## config.mk

```make
export PLATFORM = sky130hd
export DESIGN_NAME = sgdm_cfg_regs
export DESIGN_NICKNAME = d
export VERILOG_FILES = /design/src/hw/rtl/sgdm_pkg.sv /design/src/hw/rtl/sgdm_cfg_regs.sv
export SDC_FILE = /design/constraint.sdc
export NUM_CORES = 1
export LEC_CHECK = 0
export ABC_AREA = 1
export BUFFER_PORTS_ARGS = -buffer_cell sky130_fd_sc_hd__buf_2
export CORE_UTILIZATION = 35
export CTS_CLUSTER_DIAMETER = 150
export DETAILED_ROUTE_END_ITERATION = 7
export PLACE_DENSITY = 0.69
export SLEW_MARGIN = 20
export SYNTH_ARGS = -nofsm -noshare
export SYNTH_HDL_FRONTEND = slang
export SYNTH_SLANG_ARGS = --single-unit
export TNS_END_PERCENT = 1
```

## constraint.sdc

```tcl
create_clock -name clk -period 1.2 [get_ports clk]
set_input_delay 0.06 -clock clk [delete_from_list [all_inputs] [get_ports clk]]
set_output_delay 0.06 -clock clk [all_outputs]
set_load 0.02 [all_outputs]
```

## src/hw/rtl/sgdm_pkg.sv

```systemverilog
// ----------------------------------------------------------------------------
// sgdm_pkg
// shared widths, register codes, pipeline types and saturating arithmetic
// for the sgd momentum update datapath
// ----------------------------------------------------------------------------
package sgdm_pkg;

  // value and coefficient formats
  localparam int DATA_W    = 32;                   // signed q16.16 values
  localparam int COEF_W    = 18;                   // unsigned q2.16 coefficients
  localparam int COEF_FRAC = 16;                   // coefficient scale sets the shift
  localparam int PROD_W    = DATA_W + COEF_W;      // exact magnitude product
  localparam int RND_W     = PROD_W - COEF_FRAC;   // product after rounding shift

  // stream widths
  localparam int IN_TDATA_W  = 4 * DATA_W;
  localparam int OUT_TDATA_W = 2 * DATA_W;

  // configuration port
  localparam int CFG_INDEX_W = 8;
  localparam int CFG_DATA_W  = COEF_W;

  localparam logic [CFG_INDEX_W-1:0] REG_NESTEROV_MODE   = CFG_INDEX_W'(0);
  localparam logic [CFG_INDEX_W-1:0] REG_LEARNING_RATE   = CFG_INDEX_W'(1);
  localparam logic [CFG_INDEX_W-1:0] REG_MOMENTUM_FACTOR = CFG_INDEX_W'(2);
  localparam logic [CFG_INDEX_W-1:0] REG_WEIGHT_DECAY    = CFG_INDEX_W'(3);

  // saturation bounds
  localparam logic [DATA_W-1:0] VAL_MIN = {1'b1, {(DATA_W-1){1'b0}}};
  localparam logic [DATA_W-1:0] VAL_MAX = ~VAL_MIN;

  // magnitude limits after rounding: negative side reaches one further
  localparam logic [RND_W-1:0] LIM_NEG = RND_W'(1) << (DATA_W - 1);
  localparam logic [RND_W-1:0] LIM_POS = LIM_NEG - RND_W'(1);

  // half an lsb of the shifted product, for round to nearest
  localparam logic [PROD_W-1:0] RND_HALF = PROD_W'(1) << (COEF_FRAC - 1);

  typedef struct packed {
    logic              nesterov;
    logic [COEF_W-1:0] lr;
    logic [COEF_W-1:0] mu;
    logic [COEF_W-1:0] wd;
  } cfg_t;

  // one item as it travels down the pipeline
  typedef struct packed {
    logic              vld;
    logic              last;
    logic              sat;
    logic [DATA_W-1:0] tgt;
    logic [DATA_W-1:0] gi;
    logic [DATA_W-1:0] vel;
    logic [DATA_W-1:0] aux;
  } lane_t;

  typedef struct packed {
    logic              sat;
    logic [DATA_W-1:0] val;
  } sat_val_t;

  function automatic sat_val_t sat_add(input logic [DATA_W-1:0] a,
                                       input logic [DATA_W-1:0] b);
    logic [DATA_W:0] sum;
    sat_val_t        r;
    sum = {a[DATA_W-1], a} + {b[DATA_W-1], b};
    if (sum[DATA_W] != sum[DATA_W-1]) begin
      r.sat = 1'b1;
      r.val = sum[DATA_W] ? VAL_MIN : VAL_MAX;
    end else begin
      r.sat = 1'b0;
      r.val = sum[DATA_W-1:0];
    end
    return r;
  endfunction

  function automatic sat_val_t sat_sub(input logic [DATA_W-1:0] a,
                                       input logic [DATA_W-1:0] b);
    logic [DATA_W:0] diff;
    sat_val_t        r;
    diff = {a[DATA_W-1], a} - {b[DATA_W-1], b};
    if (diff[DATA_W] != diff[DATA_W-1]) begin
      r.sat = 1'b1;
      r.val = diff[DATA_W] ? VAL_MIN : VAL_MAX;
    end else begin
      r.sat = 1'b0;
      r.val = diff[DATA_W-1:0];
    end
    return r;
  endfunction

endpackage

```

## src/hw/rtl/sgdm_cfg_regs.sv

```systemverilog
// ----------------------------------------------------------------------------
// sgdm_cfg_regs
// configuration registers: mode bit and three q2.16 coefficients
// ----------------------------------------------------------------------------
module sgdm_cfg_regs (
  input  logic                               clk,
  input  logic                               rst_n,
  input  logic                               wr_en,
  input  logic [sgdm_pkg::CFG_INDEX_W-1:0]   wr_index,
  input  logic [sgdm_pkg::CFG_DATA_W-1:0]    wr_data,
  output sgdm_pkg::cfg_t                     cfg
);

  sgdm_pkg::cfg_t cfg_r;
  sgdm_pkg::cfg_t cfg_nxt;

  always_comb begin
    cfg_nxt = cfg_r;
    if (wr_en) begin
      unique case (wr_index)
        sgdm_pkg::REG_NESTEROV_MODE:   cfg_nxt.nesterov = wr_data[0];
        sgdm_pkg::REG_LEARNING_RATE:   cfg_nxt.lr       = wr_data;
        sgdm_pkg::REG_MOMENTUM_FACTOR: cfg_nxt.mu       = wr_data;
        sgdm_pkg::REG_WEIGHT_DECAY:    cfg_nxt.wd       = wr_data;
        default:                       cfg_nxt          = cfg_r;  // unknown index ignored
      endcase
    end
  end

  always_ff @(posedge clk) begin
    if (!rst_n) begin
      cfg_r <= '0;
    end else begin
      cfg_r <= cfg_nxt;
    end
  end

  assign cfg = cfg_r;

endmodule

```

== Yosys cells after proc, flatten, opt, wreduce, memory -nomap -nowiden ==
Index checks and enable logic that the tools add are counted.
Storage, ports and cells
  flip-flop bits (word level): 55
  output and inout bits: 55
Cells by class
  reduce and logical (&&, ||, !) cells: 5
  equal/unequal tests: 3
Operators by type and width (count)
  8-bit by 2-bit equality test with 1-bit output (second input constant): 2
  8-bit by 1-bit equality test with 1-bit output (second input constant): 1
  8-bit logical NOT: 1
  2-bit AND reduction: 4

== Logic depth before layout (Yosys ltp) ==
  depth in word-level cells: 2
  gate-level depth with buffers: 8
  depth with buffers taken out: 6

== Worst setup path after synthesis ==
Ideal clock, no wire load.
  path type: input-to-reg
  start point: input wr_index[3] in the netlist's numbering
  end point: register cfg_r, in the netlist cfg[36]
  arrival time: 0.781 ns
  slack: 0.304 ns
  stages on the path: 7
  path buffers: 1
  cells stage by stage: nor2_4 > nand2_1 > nor2_4 > buf_4 > nand3_1 > nand2_1 > nor2_1
On the way
  longest elaborated chain between the ends: 2
Ends and longest elaborated chain
  start, declared: line sgdm_cfg_regs.sv:9  | input logic [sgdm_pkg::CFG_INDEX_W-1:0] wr_index,
  8-bit by 1-bit equality test with 1-bit output: line sgdm_cfg_regs.sv:20  | unique case (wr_index)
  2-bit AND reduction (no source line)
  end signal, assigned: line sgdm_cfg_regs.sv:34  | cfg_r <= cfg_nxt;
  end, declared: line sgdm_cfg_regs.sv:14  | sgdm_pkg::cfg_t cfg_r;
No other way between the ends.
A chain may end at the register's enable or synchronous reset.

== Final worst setup path ==
  start point: register cfg_r, in the netlist cfg[28]
  end point: output cfg[28] in the netlist's numbering
RTL lines
  end, declared: line sgdm_cfg_regs.sv:11  | output sgdm_pkg::cfg_t cfg
No word-level cell between the ends.

==> metrics.txt <==
DRT iter0 DRCs ~160; die height between 80 and 90 um; Rows 30; max-slew violations 0; Remaining Overflow, GRT 0; CP Class reg -> out; Pleak 1.47 nW; H-Tree Depth 2; Synth Instances 338; Fin Clk Skew 0 ns; IO buf count 83; Post-CTS Setup Repair Bufs 0; Ports between 80 and 90; die footprint about 7300 um2; n_diodes 0; fmax around 1100 MHz; internal reg-to-reg setup slack approximately 0.56 ns; hpwl dp 4340 um; chip width approximately 85 um; synthesized area 2430 um2; Cell variety after synth 17; Syn Nets 367; initial cell density of the core 36.0%; Vias/cell 4.81; crit start category register; post-cts resize count 0; clock sinks between 50 and 60; hold path endpoint cfg[10]$_SDFFE_PN0P_; Critical Path RT 1.14 ns; Tot GR Track Use 17.8%; Clock Pin Slew Worst Setup and Hold Paths 0.10 ns; GPL Wtd Cong approximately 0.75; wire per inst 13.1 um; vias in the first global route 2147; worst path bufs/invs 1; worst r2r path cells 2; Hold-fix buffers, CTS 0; Synth top area share 45.3%; via count 2372; CTS Buf Count 5; Crit path largest cell delay 0.37 ns; setup_tns 0 ns; CP max FO 2; filler instances between 700 and 800; Ys Warns 0; Synth area leaders dfxtp_1, a21oi_1, nand3_1; #FFs+latches synth 55; R2R Path Start cfg[8]$_SDFFE_PN0P_; Largest register FFs 55; initial antenna violation count 0; Hold Crit Start wr_data[10]; sequential share of the synthesized area 45.3%; largest net degree at the start of global routing between 50 and 60; CTS tree done; critical-path cell list buf_2; TritonRoute pass-1 iters 4; Clk Latency, worst-skew pair about 0.30 ns; Rel. slew slack 75.5%; synthesized area per cell 7.19 um2; clk buf depth 2; Max VDD drop 0.489 mV; nets@finish 441; Hold Fails Final Rpt 0; crit-path leading delay family flip-flops; Hold Path Class in -> reg; PwrDens 1030 nW/um2; dpl ws around 0.15 ns; area of the core 6760 um2; WL final approximately 6400 um; Least-Margin Pin Slew 0.367 ns; Area Growth Syn to Fin 23.8%; min Tclk post-route 0.909 ns; worst endpoint data arrival time 0.85 ns; MaxCap Viol Count 0; clock tree root buffer cell clkbuf_8; Final setup viols 0; CP max stage cell dfxtp_1; Tcrit/Tclk final 75.7%; Worst setup EP type output pin; r2r endpoint cfg[8]$_SDFFE_PN0P_; fraction of layout cells with a size suffix above 1 between 20% and 30%; cell taking the most area after synthesis dfxtp_1; Final WS setup 0.291 ns; Post-DRT Antenna Nets 0; first-pass GRT wire length slightly above 10000 um; RSZ-0062 raised after global routing no; status finished, final reports clean; WHS Path Cells 5; # DRC 0
==> through the flow <==
step | hold WS, ns | cell area [um2] | std cells | utilization [%] | total power [mW]
finish | 0.101 | 3010 | 493 | 44.5 | 3.11
global placement | 0.410 | 2930 | 485 | 43.3 | 2.16
detailed placement | 0.419 | 2930 | 485 | 43.3 | 2.16
CTS | 0.0966 | 3010 | 493 | 44.5 | 3.15
floorplan | 0.297 | 2430 | 338 | - | 2.05
global route | 0.120 | 3010 | 493 | 44.5 | 3.25
==> layer usage <==
metal | up-vias | global-route usage [%] | routed length (um) | share of wire [%]
li1 | 1237 | - | - | -
met1 | 1046 | 24.4 | 3080 | 48
met2 | 81 | 27.5 | 2860 | 44
met3 | 8 | 4.77 | 444 | 6.9
met4 | 0 | 5.45 | 70 | 1.1
met5 | - | 0 | 0 | 0
==> worst max path at each step <==
stage                         startpoint  slack [ns]  cells after the start                   end
floorplan                    wr_index[3]        0.30                      7  cfg[36]$_SDFFE_PN0P_
global placement             wr_index[7]        0.16                      8  cfg[24]$_SDFFE_PN0P_
detailed placement           wr_index[7]        0.15                      7   cfg[4]$_SDFFE_PN0P_
CTS                 cfg[28]$_SDFFE_PN0P_        0.28                      1               cfg[28]
global route        cfg[31]$_SDFFE_PN0P_        0.24                      1               cfg[31]
finish              cfg[28]$_SDFFE_PN0P_        0.29                      1               cfg[28]
==> power breakdown <==
part | leakage, nW | switching, mW | total [mW] | internal (mW)
Combinational | 0.975 | 0.195 | 0.290 | 0.0952
Sequential | 0.443 | 0.00226 | 1.83 | 1.83
Clock | 0.0477 | 0.588 | 0.989 | 0.401
==> logic make-up after synthesis <==
kind of cell,Yosys count,synth area share (%)
compound gates,55,11.3
buf+inv,48,10.2
flops,55,45.3
simple gates,180,33.1
==> final cells by class <==
| cell class | instances | area, um2 | area share, % |
|---|---|---|---|
| Inverter | 23 | 86.3 | 2.87 |
| Tap cell | 80 | 100 | 3.33 |
| Timing Repair Buffer | 92 | 558 | 18.5 |
| Sequential cell | 55 | 1100 | 36.6 |
| Multi-Input combinational cell | 235 | 1080 | 35.9 |
| Clock buffer | 5 | 68.8 | 2.29 |
| Clock inverter | 3 | 15.0 | 0.499 |
==> cells in the final DEF, fill, tap and decap left out <==
cell / n
nand3_2: 1
clkinv_2: 3
nand2_4: 1
buf_4: 3
inv_1: 21
clkinv_1: 1
inv_2: 1
buf_2: 83
nand3_1: 54
nor2_2: 2
a21oi_1: 55
nor2_1: 56
nor2_4: 5
buf_12: 6
nand2_1: 59
dfxtp_1: 55
nand2_2: 2
clkbuf_8: 5
==> synth_stat cells, drive strengths merged <==
library cell  count
inv              22
dfxtp            55
buf              25
nor2             63
nand3            55
a21oi            55
clkinv            1
nand2            62
Note: power is estimated with default switching activity, not from simulation.
