==> config.mk <==
export PLATFORM = sky130hd
export DESIGN_NAME = sgdm_coef_mul
export DESIGN_NICKNAME = d
export VERILOG_FILES = /design/src/hw/rtl/sgdm_pkg.sv /design/src/hw/rtl/sgdm_coef_mul.sv
export SDC_FILE = /design/constraint.sdc
export NUM_CORES = 1
export LEC_CHECK = 0
export ABC_AREA = 1
export BUFFER_PORTS_ARGS = -buffer_cell sky130_fd_sc_hd__clkbuf_2
export CORE_UTILIZATION = 55
export CTS_CLUSTER_DIAMETER = 120
export DETAILED_ROUTE_END_ITERATION = 7
export HOLD_SLACK_MARGIN = 0.08
export PLACE_DENSITY = 0.7
export REMOVE_ABC_BUFFERS = 1
export SLEW_MARGIN = 20
export SYNTH_ARGS = -nofsm -noshare
export SYNTH_HDL_FRONTEND = slang
export SYNTH_SLANG_ARGS = --single-unit
==> constraint.sdc <==
create_clock -name clk -period 9.3 [get_ports clk]
set_input_delay 0 -clock clk [delete_from_list [all_inputs] [get_ports clk]]
set_output_delay 0 -clock clk [all_outputs]
set_load 0.01 [all_outputs]
==> src/hw/rtl/sgdm_pkg.sv <==
// ----------------------------------------------------------------------------
// sgdm_pkg
// shared widths, register codes, pipeline types and saturating arithmetic
// for the sgd momentum update datapath
// ----------------------------------------------------------------------------
package sgdm_pkg;

  // value and coefficient formats
  localparam int DATA_W    = 32;                   // signed q16.16 values
  localparam int COEF_W    = 18;                   // unsigned q2.16 coefficients
  localparam int COEF_FRAC = 16;                   // coefficient scale sets the shift
  localparam int PROD_W    = DATA_W + COEF_W;      // exact magnitude product
  localparam int RND_W     = PROD_W - COEF_FRAC;   // product after rounding shift

  // stream widths
  localparam int IN_TDATA_W  = 4 * DATA_W;
  localparam int OUT_TDATA_W = 2 * DATA_W;

  // configuration port
  localparam int CFG_INDEX_W = 8;
  localparam int CFG_DATA_W  = COEF_W;

  localparam logic [CFG_INDEX_W-1:0] REG_NESTEROV_MODE   = CFG_INDEX_W'(0);
  localparam logic [CFG_INDEX_W-1:0] REG_LEARNING_RATE   = CFG_INDEX_W'(1);
  localparam logic [CFG_INDEX_W-1:0] REG_MOMENTUM_FACTOR = CFG_INDEX_W'(2);
  localparam logic [CFG_INDEX_W-1:0] REG_WEIGHT_DECAY    = CFG_INDEX_W'(3);

  // saturation bounds
  localparam logic [DATA_W-1:0] VAL_MIN = {1'b1, {(DATA_W-1){1'b0}}};
  localparam logic [DATA_W-1:0] VAL_MAX = ~VAL_MIN;

  // magnitude limits after rounding: negative side reaches one further
  localparam logic [RND_W-1:0] LIM_NEG = RND_W'(1) << (DATA_W - 1);
  localparam logic [RND_W-1:0] LIM_POS = LIM_NEG - RND_W'(1);

  // half an lsb of the shifted product, for round to nearest
  localparam logic [PROD_W-1:0] RND_HALF = PROD_W'(1) << (COEF_FRAC - 1);

  typedef struct packed {
    logic              nesterov;
    logic [COEF_W-1:0] lr;
    logic [COEF_W-1:0] mu;
    logic [COEF_W-1:0] wd;
  } cfg_t;

  // one item as it travels down the pipeline
  typedef struct packed {
    logic              vld;
    logic              last;
    logic              sat;
    logic [DATA_W-1:0] tgt;
    logic [DATA_W-1:0] gi;
    logic [DATA_W-1:0] vel;
    logic [DATA_W-1:0] aux;
  } lane_t;

  typedef struct packed {
    logic              sat;
    logic [DATA_W-1:0] val;
  } sat_val_t;

  function automatic sat_val_t sat_add(input logic [DATA_W-1:0] a,
                                       input logic [DATA_W-1:0] b);
    logic [DATA_W:0] sum;
    sat_val_t        r;
    sum = {a[DATA_W-1], a} + {b[DATA_W-1], b};
    if (sum[DATA_W] != sum[DATA_W-1]) begin
      r.sat = 1'b1;
      r.val = sum[DATA_W] ? VAL_MIN : VAL_MAX;
    end else begin
      r.sat = 1'b0;
      r.val = sum[DATA_W-1:0];
    end
    return r;
  endfunction

  function automatic sat_val_t sat_sub(input logic [DATA_W-1:0] a,
                                       input logic [DATA_W-1:0] b);
    logic [DATA_W:0] diff;
    sat_val_t        r;
    diff = {a[DATA_W-1], a} - {b[DATA_W-1], b};
    if (diff[DATA_W] != diff[DATA_W-1]) begin
      r.sat = 1'b1;
      r.val = diff[DATA_W] ? VAL_MIN : VAL_MAX;
    end else begin
      r.sat = 1'b0;
      r.val = diff[DATA_W-1:0];
    end
    return r;
  endfunction

endpackage

==> src/hw/rtl/sgdm_coef_mul.sv <==
// ----------------------------------------------------------------------------
// sgdm_coef_mul
// two-stage value times coefficient: magnitude multiply, then round to
// nearest (ties away from zero), clip and restore the sign
// ----------------------------------------------------------------------------
module sgdm_coef_mul (
  input  logic                            clk,
  input  logic                            en,
  input  logic [sgdm_pkg::DATA_W-1:0]     value_i,
  input  logic [sgdm_pkg::COEF_W-1:0]     coef_i,
  output logic [sgdm_pkg::DATA_W-1:0]     result_o,
  output logic                            sat_o
);

  logic                          neg_r;
  logic                          neg_nxt;
  logic [sgdm_pkg::PROD_W-1:0]   prod_r;
  logic [sgdm_pkg::PROD_W-1:0]   prod_nxt;
  logic [sgdm_pkg::DATA_W-1:0]   mag;

  logic [sgdm_pkg::DATA_W-1:0]   result_r;
  logic [sgdm_pkg::DATA_W-1:0]   result_nxt;
  logic                          sat_r;
  logic                          sat_nxt;
  logic [sgdm_pkg::PROD_W-1:0]   rnd_full;
  logic [sgdm_pkg::RND_W-1:0]    rnd;
  logic [sgdm_pkg::RND_W-1:0]    lim;
  logic [sgdm_pkg::DATA_W-1:0]   mag_clip;

  // stage a: magnitude product, exact
  always_comb begin
    neg_nxt  = value_i[sgdm_pkg::DATA_W-1];
    mag      = neg_nxt ? (~value_i + sgdm_pkg::DATA_W'(1)) : value_i;
    prod_nxt = sgdm_pkg::PROD_W'(mag) * sgdm_pkg::PROD_W'(coef_i);
  end

  // stage b: round, clip to the side's limit, negate back
  always_comb begin
    rnd_full = prod_r + sgdm_pkg::RND_HALF;
    rnd      = rnd_full[sgdm_pkg::PROD_W-1:sgdm_pkg::COEF_FRAC];
    lim      = neg_r ? sgdm_pkg::LIM_NEG : sgdm_pkg::LIM_POS;
    if (rnd > lim) begin
      sat_nxt  = 1'b1;
      mag_clip = lim[sgdm_pkg::DATA_W-1:0];
    end else begin
      sat_nxt  = 1'b0;
      mag_clip = rnd[sgdm_pkg::DATA_W-1:0];
    end
    result_nxt = neg_r ? (~mag_clip + sgdm_pkg::DATA_W'(1)) : mag_clip;
  end

  always_ff @(posedge clk) begin
    if (en) begin
      neg_r    <= neg_nxt;
      prod_r   <= prod_nxt;
      result_r <= result_nxt;
      sat_r    <= sat_nxt;
    end
  end

  assign result_o = result_r;
  assign sat_o    = sat_r;

endmodule

* Word level (Yosys, flattened, before mapping)
Cells that the tools add are included.
Word-level totals: bits in registers 84, output and inout port bits 33
Cells by class: multiplexer cells 5, order comparisons 1, bitwise gates (word level) 2, $add $sub $neg 3, $mul 1
Operators with widths (count):
- two-way mux 32 bit | 4
- adder 32 x 1 -> 32 bit, second input constant | 2
- NOT 32 bit | 2
- adder 50 x 16 -> 50 bit, second input constant | 1
- multiplier 32 x 18 -> 50 bit | 1
- greater-than comparator 34 x 32 -> 1 bit | 1
- two-way mux 1 bit | 1

* Depth between registers and ports, before layout
Gate-level depths: netlist of run 1.
depth after elaboration 6, mapped depth 40, depth with buffers taken out 39

* Worst setup path before layout of run 1
No wires, ideal clock.
path kind input to register, start point in value_i[0] (netlist bit), end point reg prod_r[48] (netlist bit) (data pin), setup time 0.264 ns, path buffers 2, data arrival time 6.793 ns, stages on the path 35, setup slack 2.243 ns, cell sequence buf_2 > inv_1 > ha_1 > inv_1 > nor2_1 > inv_1 > nor3_2 > nand2_1 > nor4_2 > nand3_1 > nor3_1 > nor2_1 > xor2_1 > clkbuf_1 > nand2_1 > fa_1 > fa_1 > fa_1 > inv_1 > fa_1 > fa_1 > inv_1 > fa_1 > inv_1 > ha_1 > nand2_1 > nor2_1 > inv_1 > nor4_1 > nand2_1 > nand2_1 > a21oi_1 > o21ai_0 > a31oi_1 > xor2_1
Between the ends: longest elaborated chain between the ends 4
Ends and longest elaborated chain:
- start: declaration | line sgdm_coef_mul.sv:9 | input logic [sgdm_pkg::DATA_W-1:0] value_i,
- NOT 32 bit | line sgdm_coef_mul.sv:33 | mag = neg_nxt ? (~value_i + sgdm_pkg::DATA_W'(1)) : value_i;
- adder 32 x 1 -> 32 bit | line sgdm_coef_mul.sv:33
- two-way mux 32 bit (*) | line sgdm_coef_mul.sv:33
- multiplier 32 x 18 -> 50 bit (*) | line sgdm_coef_mul.sv:34 | prod_nxt = sgdm_pkg::PROD_W'(mag) * sgdm_pkg::PROD_W'(coef_i);
- net prod_nxt (one bit) | line sgdm_coef_mul.sv:18 | logic [sgdm_pkg::PROD_W-1:0] prod_nxt;
- end signal: assignment | line sgdm_coef_mul.sv:55 | prod_r <= prod_nxt;
- end: declaration | line sgdm_coef_mul.sv:17 | logic [sgdm_pkg::PROD_W-1:0] prod_r;
The timed path passes the listed nets; every way through them passes the cells marked *. A chain may end at the register's enable or synchronous reset.

* Final worst setup path of run 1
Ends and elaborated chain as after synthesis.

==> results.txt, run 1 <==
The count of maximum capacitance violations came out at 0. The maximum buffer depth of the clock tree is 2. The pin count of the biggest net entering global routing came out at 70. The worst-margin pin slew is 1110 ps. The slowest library cell on the worst path is fa_1. The tree is rooted in a clkbuf_16. The endpoint required time on the critical path came out at 9380 ps.

The antenna diode count came out at 0. The count of TritonRoute iterations in the first routing pass is 5. The worst hold path terminates at neg_r.

For this block, the routed nets add up to 67.6 mm of wire. The highest achievable clock rate came out at 0.124 GHz. The clock network latency to the later pin of the worst-skew pair is 340 ps. The number of hold-repair buffers added at the cts stage is 0.

The cell area after technology mapping is 23800 um^2. The die covers 44100 um^2. The via count of the routed design is 19700. The number of setup buffers added after CTS is 0. The path class of the tightest hold or removal check is in -> reg.

The overall track demand over capacity in global routing came out at 0.326. The capture instance of the worst register-to-register path is result_o[24]. The setup clock skew after layout is 9.92 ps. The worst setup path is launched from a primary input. In the synthesized netlist, the number of instances is 3054. The number of DRC violations after detailed routing came out at 0. The final total negative setup slack came out at 0 ps.

The share of the Yosys chip area taken by registers is 0.0870. Measured in cells, the most critical reg-to-reg path has a length of 32. The final critical delay including setup and external delays came out at 8040 ps. Setup repair after global routing left no endpoint under its margin.

The area of the placeable core is 42300 um^2. The clock-pin slew on the worst setup and hold paths came out at 50 ps. The number of placement rows came out at 75. STA classifies the critical path endpoint as a flop.

The leftover overflow at the end of global routing is 0. The H-tree was split into 3 levels. The number of placed I/O pins came out at 85. For this run, asynchronously set or reset flops after synthesis account for 0. The floorplan step set the die height to 210 um. The quantity of I/O buffers inserted on ports came out at 84. The cell depth of the worst hold path is 2. The first global-routing pass estimated 111 mm of wire. The number of flip-flops and latches in the synthesized netlist is 69. For this configuration, the core starts out at a cell density of 0.563. Setup slack on the worst reg-to-reg path comes out at 3280 ps. The final-stage net count is 3768. The number of flops mapped to enable cells by yosys came out at 69. The share of layout cells above drive strength 1 is 0.0709. The leading cell type in the layout, fill and taps excluded is inv_1. STA puts the critical path data arrival time at 8130 ps.

The launching instance or port of the critical path is value_i[0]. On the worst path, the slowest cell contributes a delay of 580 ps. The wire length per cell came out at 18.5 um. The largest fanout on the critical path came out at 18. The DRC violation total after the first TritonRoute iteration came out at 1233. The average instance in the mapped netlist occupies 7.80 um^2.

Leaving out fill and tap cells, the most frequent cells in the layout are 721 x inv_1, 699 x nand2_1, 478 x fa_1, 347 x nor2_1, 156 x ha_1. The commonest register cell after synthesis is edfxtp_1. The number of instances resized during post-cts repair came out at 0. The number of sinks driven by the clock tree came out at 69. The area growth from synthesis to final layout is 5.17%. Once detailed placement completed, the half-perimeter wirelength came to 55.9 mm. In this run the critical register-to-register path is launched from prod_r[15]. The startpoint identified for the worst hold timing path is value_i[31]. Setup violations remaining at the end of the flow were counted as 0. Counting stages on the worst path, the most repeated cell is inv_1. The final cycle utilization of the critical path came out at 0.865.

The final weighted congestion of routability-driven global placement is 0.951. The number of nets still failing antenna checks after routing is 0. The warning count from the yosys run came out at 0. The via count normalized by instance count is 5.37. The max-slew violation count came out at 0. In this run, distinct cell masters in the synthesized netlist total 54. The floorplan step set the die width to 210 um. The run finished with clean final reports. The classification of the worst setup path is in -> reg. The initial antenna violation count is 1. The number of buffers created by CTS is 9.

The TritonCTS clock tree is done. The number of global-route vias before repair was 21100. The final number of hold-violating endpoints came out at 0. Measured against its own limit, the worst slew margin works out to 0.257.
==> flip-flops by register name (all words and copies together), names as in the netlist <==
name and flops:
sat_o 1, neg_r 1, prod_r 35, result_o 32
==> worst max-delay path, delay by kind of cell <==
family,cells,cell delay [ps]
buf+inv,10,1230
fa+ha+maj,8,3690
simple gates,14,2360
compound gates,3,660
xor+xnor,1,180
==> how the worst max path moves through the flow <==
stage	end	slack, ps	cells past startpoint
2_1_floorplan	prod_r[48]	2340	33
3_3_place_gp	prod_r[48]	1240	36
3_5_place_dp	prod_r[48]	1000	36
4_1_cts	prod_r[48]	1360	36
5_1_grt	prod_r[48]	740	36
6_report	prod_r[48]	1260	36
==> Yosys cell counts, types with 21 or more instances <==
| master | count | area, um^2 |
|---|---|---|
| inv_1 | 722 | 2710 |
| nand2_1 | 699 | 2620 |
| fa_1 | 478 | 9570 |
| nor2_1 | 347 | 1300 |
| ha_1 | 156 | 1950 |
| nand3_1 | 85 | 425 |
| clkbuf_1 | 82 | 308 |
| a21oi_1 | 69 | 345 |
| edfxtp_1 | 69 | 2070 |
| xor2_1 | 61 | 534 |
| o21ai_0 | 45 | 225 |
| nor3_1 | 24 | 120 |
| nand3_2 | 21 | 210 |
==> metal layers <==
layer / vias up / part of all wire / GRT usage
li1: 9057 / - / -
met2: 826 / 0.48 / 0.548
met4: 4 / 0.051 / 0.152
met5: - / 0.00040 / 0
met3: 204 / 0.072 / 0.0511
met1: 9587 / 0.40 / 0.416
==> layout make-up <==
cell class	instances	area (um^2)
Timing Repair Buffer	120	691
Sequential cell	69	2070
Inverter	738	2770
Multi-Input combinational cell	2144	18500
Tap cell	577	722
Clock inverter	5	51.3
Clock buffer	11	233
Fill cell	3904	17300
==> per-stage QoR <==
step	hold slack, ps	instance area, um^2	setup WS (ps)	util	instances
finish	210	25000	1260	0.592	3664
global route	215	25000	743	0.592	3664
CTS	194	25000	1360	0.592	3664
detailed placement	416	24800	1000	0.585	3648
global placement	416	24800	1240	0.585	3648
floorplan	98.9	23300	2340	-	2951
==> kinds of logic (layout without fill, tap and decap cells) <==
| kind of cell | count (synthesis) | after routing | synth area share |
|---|---|---|---|
| fa+ha+maj | 634 | 634 | 0.484 |
| buf+inv | 841 | 874 | 0.136 |
| simple gates | 1266 | 1266 | 0.224 |
| xor+xnor | 79 | 79 | 0.0294 |
| compound gates | 164 | 164 | 0.0390 |
| mux | 1 | 1 | 0.000473 |
| flops | 69 | 69 | 0.0870 |
Power of run 1 is left out: the tool's default activity adds up to more than one toggle a clock period on the data nets, which glitch-free logic cannot reach.
==> inputs of run 2 (changes only) <==
--- a/config.mk
+++ b/config.mk
@@ -7,11 +7,11 @@
 export LEC_CHECK = 0
 export ABC_AREA = 1
 export BUFFER_PORTS_ARGS = -buffer_cell sky130_fd_sc_hd__clkbuf_2
-export CORE_UTILIZATION = 55
+export CORE_UTILIZATION = 50
 export CTS_CLUSTER_DIAMETER = 120
 export DETAILED_ROUTE_END_ITERATION = 7
 export HOLD_SLACK_MARGIN = 0.08
-export PLACE_DENSITY = 0.7
+export PLACE_DENSITY = 0.65
 export REMOVE_ABC_BUFFERS = 1
 export SLEW_MARGIN = 20
 export SYNTH_ARGS = -nofsm -noshare
==> run 2 against run 1 <==
The run now ends with DRC left. Critical path depth shrank 2. Non-clock buffer count grew 8. First-iteration DRC count grew 27%. Hold slack gained 190 ps. Core utilization shrank 5.3 points. Design area grew 0.51%. Fmax grew 2.5%. Count of clock-buffer cells in the layout shrank 2.
==> results.txt, run 2 (synthesized netlist as in run 1, its figures left out) <==
The run finished, with violations left. The final reports fail on DRC. The type of the worst min-delay path is in -> reg. In this run the worst setup path begins at value_i[0]. The tree is rooted in a clkbuf_16. The initial antenna violation count is 2 (+1). The number of placed I/O pins came to 85 (unchanged).

The global-route wire length before repair is 113 mm (+1.5%). The leftover overflow at the end of global routing came out at 0 (unchanged). The area growth from synthesis to final layout is 5.71%. The number of cells on the worst reg-to-reg path is 32 (unchanged). The normalized max-slew margin is 0.225 (-0.0324). The number of setup buffers added after CTS was 0 (unchanged).

The number of instances resized during post-cts repair is 0 (unchanged). The area of the placeable core is 46800 um^2 (+10%). The max-slew violation count is 0 (unchanged). The endpoint required time on the critical path is 9390 ps (about the same). Counting stages on the worst path, the most repeated cell is fa_1. The number of global-route vias before repair is 21100 (+0.043%). In the layout the commonest cells are 722 x inv_1, 699 x nand2_1, 478 x fa_1, 347 x nor2_1, 156 x ha_1. The sum of routed wire length over all layers is 69.4 mm (+2.7%). The critical path launch point type is a primary input. The via count of the routed design came out at 19800 (+0.41%).

The number of flip-flops under the largest register name came to 35 (unchanged). The effective utilization at floorplan came to 0.509 (-0.0533). The number of sinks driven by the clock tree came out at 69 (unchanged). The clock network latency to the later pin of the worst-skew pair came out at 350 ps (about the same). The count of placed standard cells including taps is 3686 (+1.0%).

The cell depth of the worst hold path is 1 (-1). The final weighted congestion of routability-driven global placement is 0.963 (+1.2%). The number of buffers created by CTS is 9 (unchanged). TritonCTS built the clock tree. The pin count of the biggest net entering global routing came out at 70 (unchanged). The wire length per cell came to 18.8 um (+1.6%).

The count of maximum capacitance violations came out at 0 (unchanged). The worst-case register-to-register setup slack is 3370 ps (+90 ps). The die outline area is 48500 um^2 (+9.9%). The die span in x is 220 um (+4.8%). Leaving out fill and tap cells, the most frequent cell in the layout is inv_1.

The data arrival time of the critical path came out at 7930 ps (-200 ps). The number of placement rows is 79 (+5.3%). The final cell count without fillers is 3702 (+1.0%). The quantity of I/O buffers inserted on ports was 84 (unchanged). The worst-margin pin slew is 1160 ps (+54.1 ps). The count of TritonRoute iterations in the first routing pass came out at 8 (+3).

The share of layout cells above drive strength 1 came to 0.0743 (+0.00337). prod_r holds more flip-flops than any other register. The clock-pin slew on the worst setup and hold paths is 60 ps (about the same). The half-perimeter wire length after placement is 56.7 mm (+1.4%).

The number of nets still failing antenna checks after routing came out at 0 (unchanged). Setup repair after global routing left no endpoint under its margin. The number of fill cells in the layout is 4519 (+16%). The endpoint identified for the worst register-to-register timing path is result_o[26]. The worst setup path is captured at a flop. The via count normalized by instance count came out at 5.34 (-0.62%). The number of DRC violations after detailed routing came out at 5 (+5).

The antenna diode count came out at 0 (unchanged). The slowest library cell on the worst path is xor2_2. The largest fanout on the critical path is 18 (unchanged). The overall track demand over capacity in global routing came out at 0.305 (-0.0213). The startpoint of the lowest-slack register-to-register path is prod_r[15].

The highest achievable clock rate is 0.127 GHz (+2.5%). The count of final setup violators is 0 (unchanged). The final number of hold-violating endpoints came out at 0 (unchanged). The worst setup path is of the in -> reg kind. The final total negative setup slack is 0 ps (unchanged).

The final critical delay including setup and external delays is 7850 ps (-200 ps). The DRC violation total after the first TritonRoute iteration is 1571 (+27%). The level count of the clock H-tree was 3 (unchanged).

The number of hold-repair buffers added at the cts stage is 0 (unchanged). The maximum buffer depth of the clock tree is 2 (unchanged). The setup clock skew after layout was 6.52 ps (-3.41 ps). The final cycle utilization of the critical path came out at 0.844 (-0.0215). The final-stage net count is 3776 (+0.21%). The stage delay of the slowest cell on the critical path was 640 ps (+60 ps). The worst setup path endpoint is prod_r[49]. The y dimension of the die is 220 um (+4.8%).
==> run 2: changes by cell type in the layout (fill, tap and decap cells not counted), sizes merged <==
cell      before  now
bufinv         1    2
buf           37   45
clkbuf        94   92
clkinvlp       1    2
clkinv        13   12
inv          728  729
==> run 2: metrics by stage <==
| step | util | setup slack (ps) | hold slack (ps) | instance area, um^2 |
|---|---|---|---|---|
| global placement | 0.532 | 1210 | 417 | 24900 |
| CTS | 0.538 | 1500 | 372 | 25200 |
| finish | 0.538 | 1450 | 400 | 25200 |
| floorplan | - | 2340 | 98.9 | 23300 |
| global route | 0.538 | 931 | 408 | 25200 |
| detailed placement | 0.532 | 1160 | 417 | 24900 |
==> run 2: critical path, delay by kind of cell <==
family | cells | cell delay [ps]
AO/OA/AOI/OAI | 6 | 1310
adder cells (fa/ha/maj) | 7 | 3130
XOR/XNOR | 2 | 810
buffers and inverters | 6 | 750
AND/OR/NAND/NOR | 13 | 1920
==> run 2: metal layers <==
layer | vias up | routed length, um | GRT usage
met3 | 177 | 5480 | 0.0400
met1 | 9674 | 28300 | 0.395
met5 | - | 13 | 0
li1 | 9070 | - | -
met4 | 2 | 3490 | 0.144
met2 | 836 | 32200 | 0.507
==> run 2: worst min path at each step <==
stage,start,to
6_report,value_i[31],neg_r
4_1_cts,value_i[31],neg_r
3_5_place_dp,result_o[16],result_o[16]
2_1_floorplan,value_i[31],neg_r
5_1_grt,value_i[31],neg_r
3_3_place_gp,result_o[12],result_o[12]
==> run 2: area by class of cell <==
type	count	area [um^2]	share of cell area
inverters	738	2770	0.110
multi-input cells	2144	18500	0.735
flip-flops and latches	69	2070	0.0823
repair buffers	128	751	0.0298
clock inverters	7	90.1	0.00358
well taps	607	759	0.0302
clock buffers	9	225	0.00895
Power of run 2 is left out for the same reason.
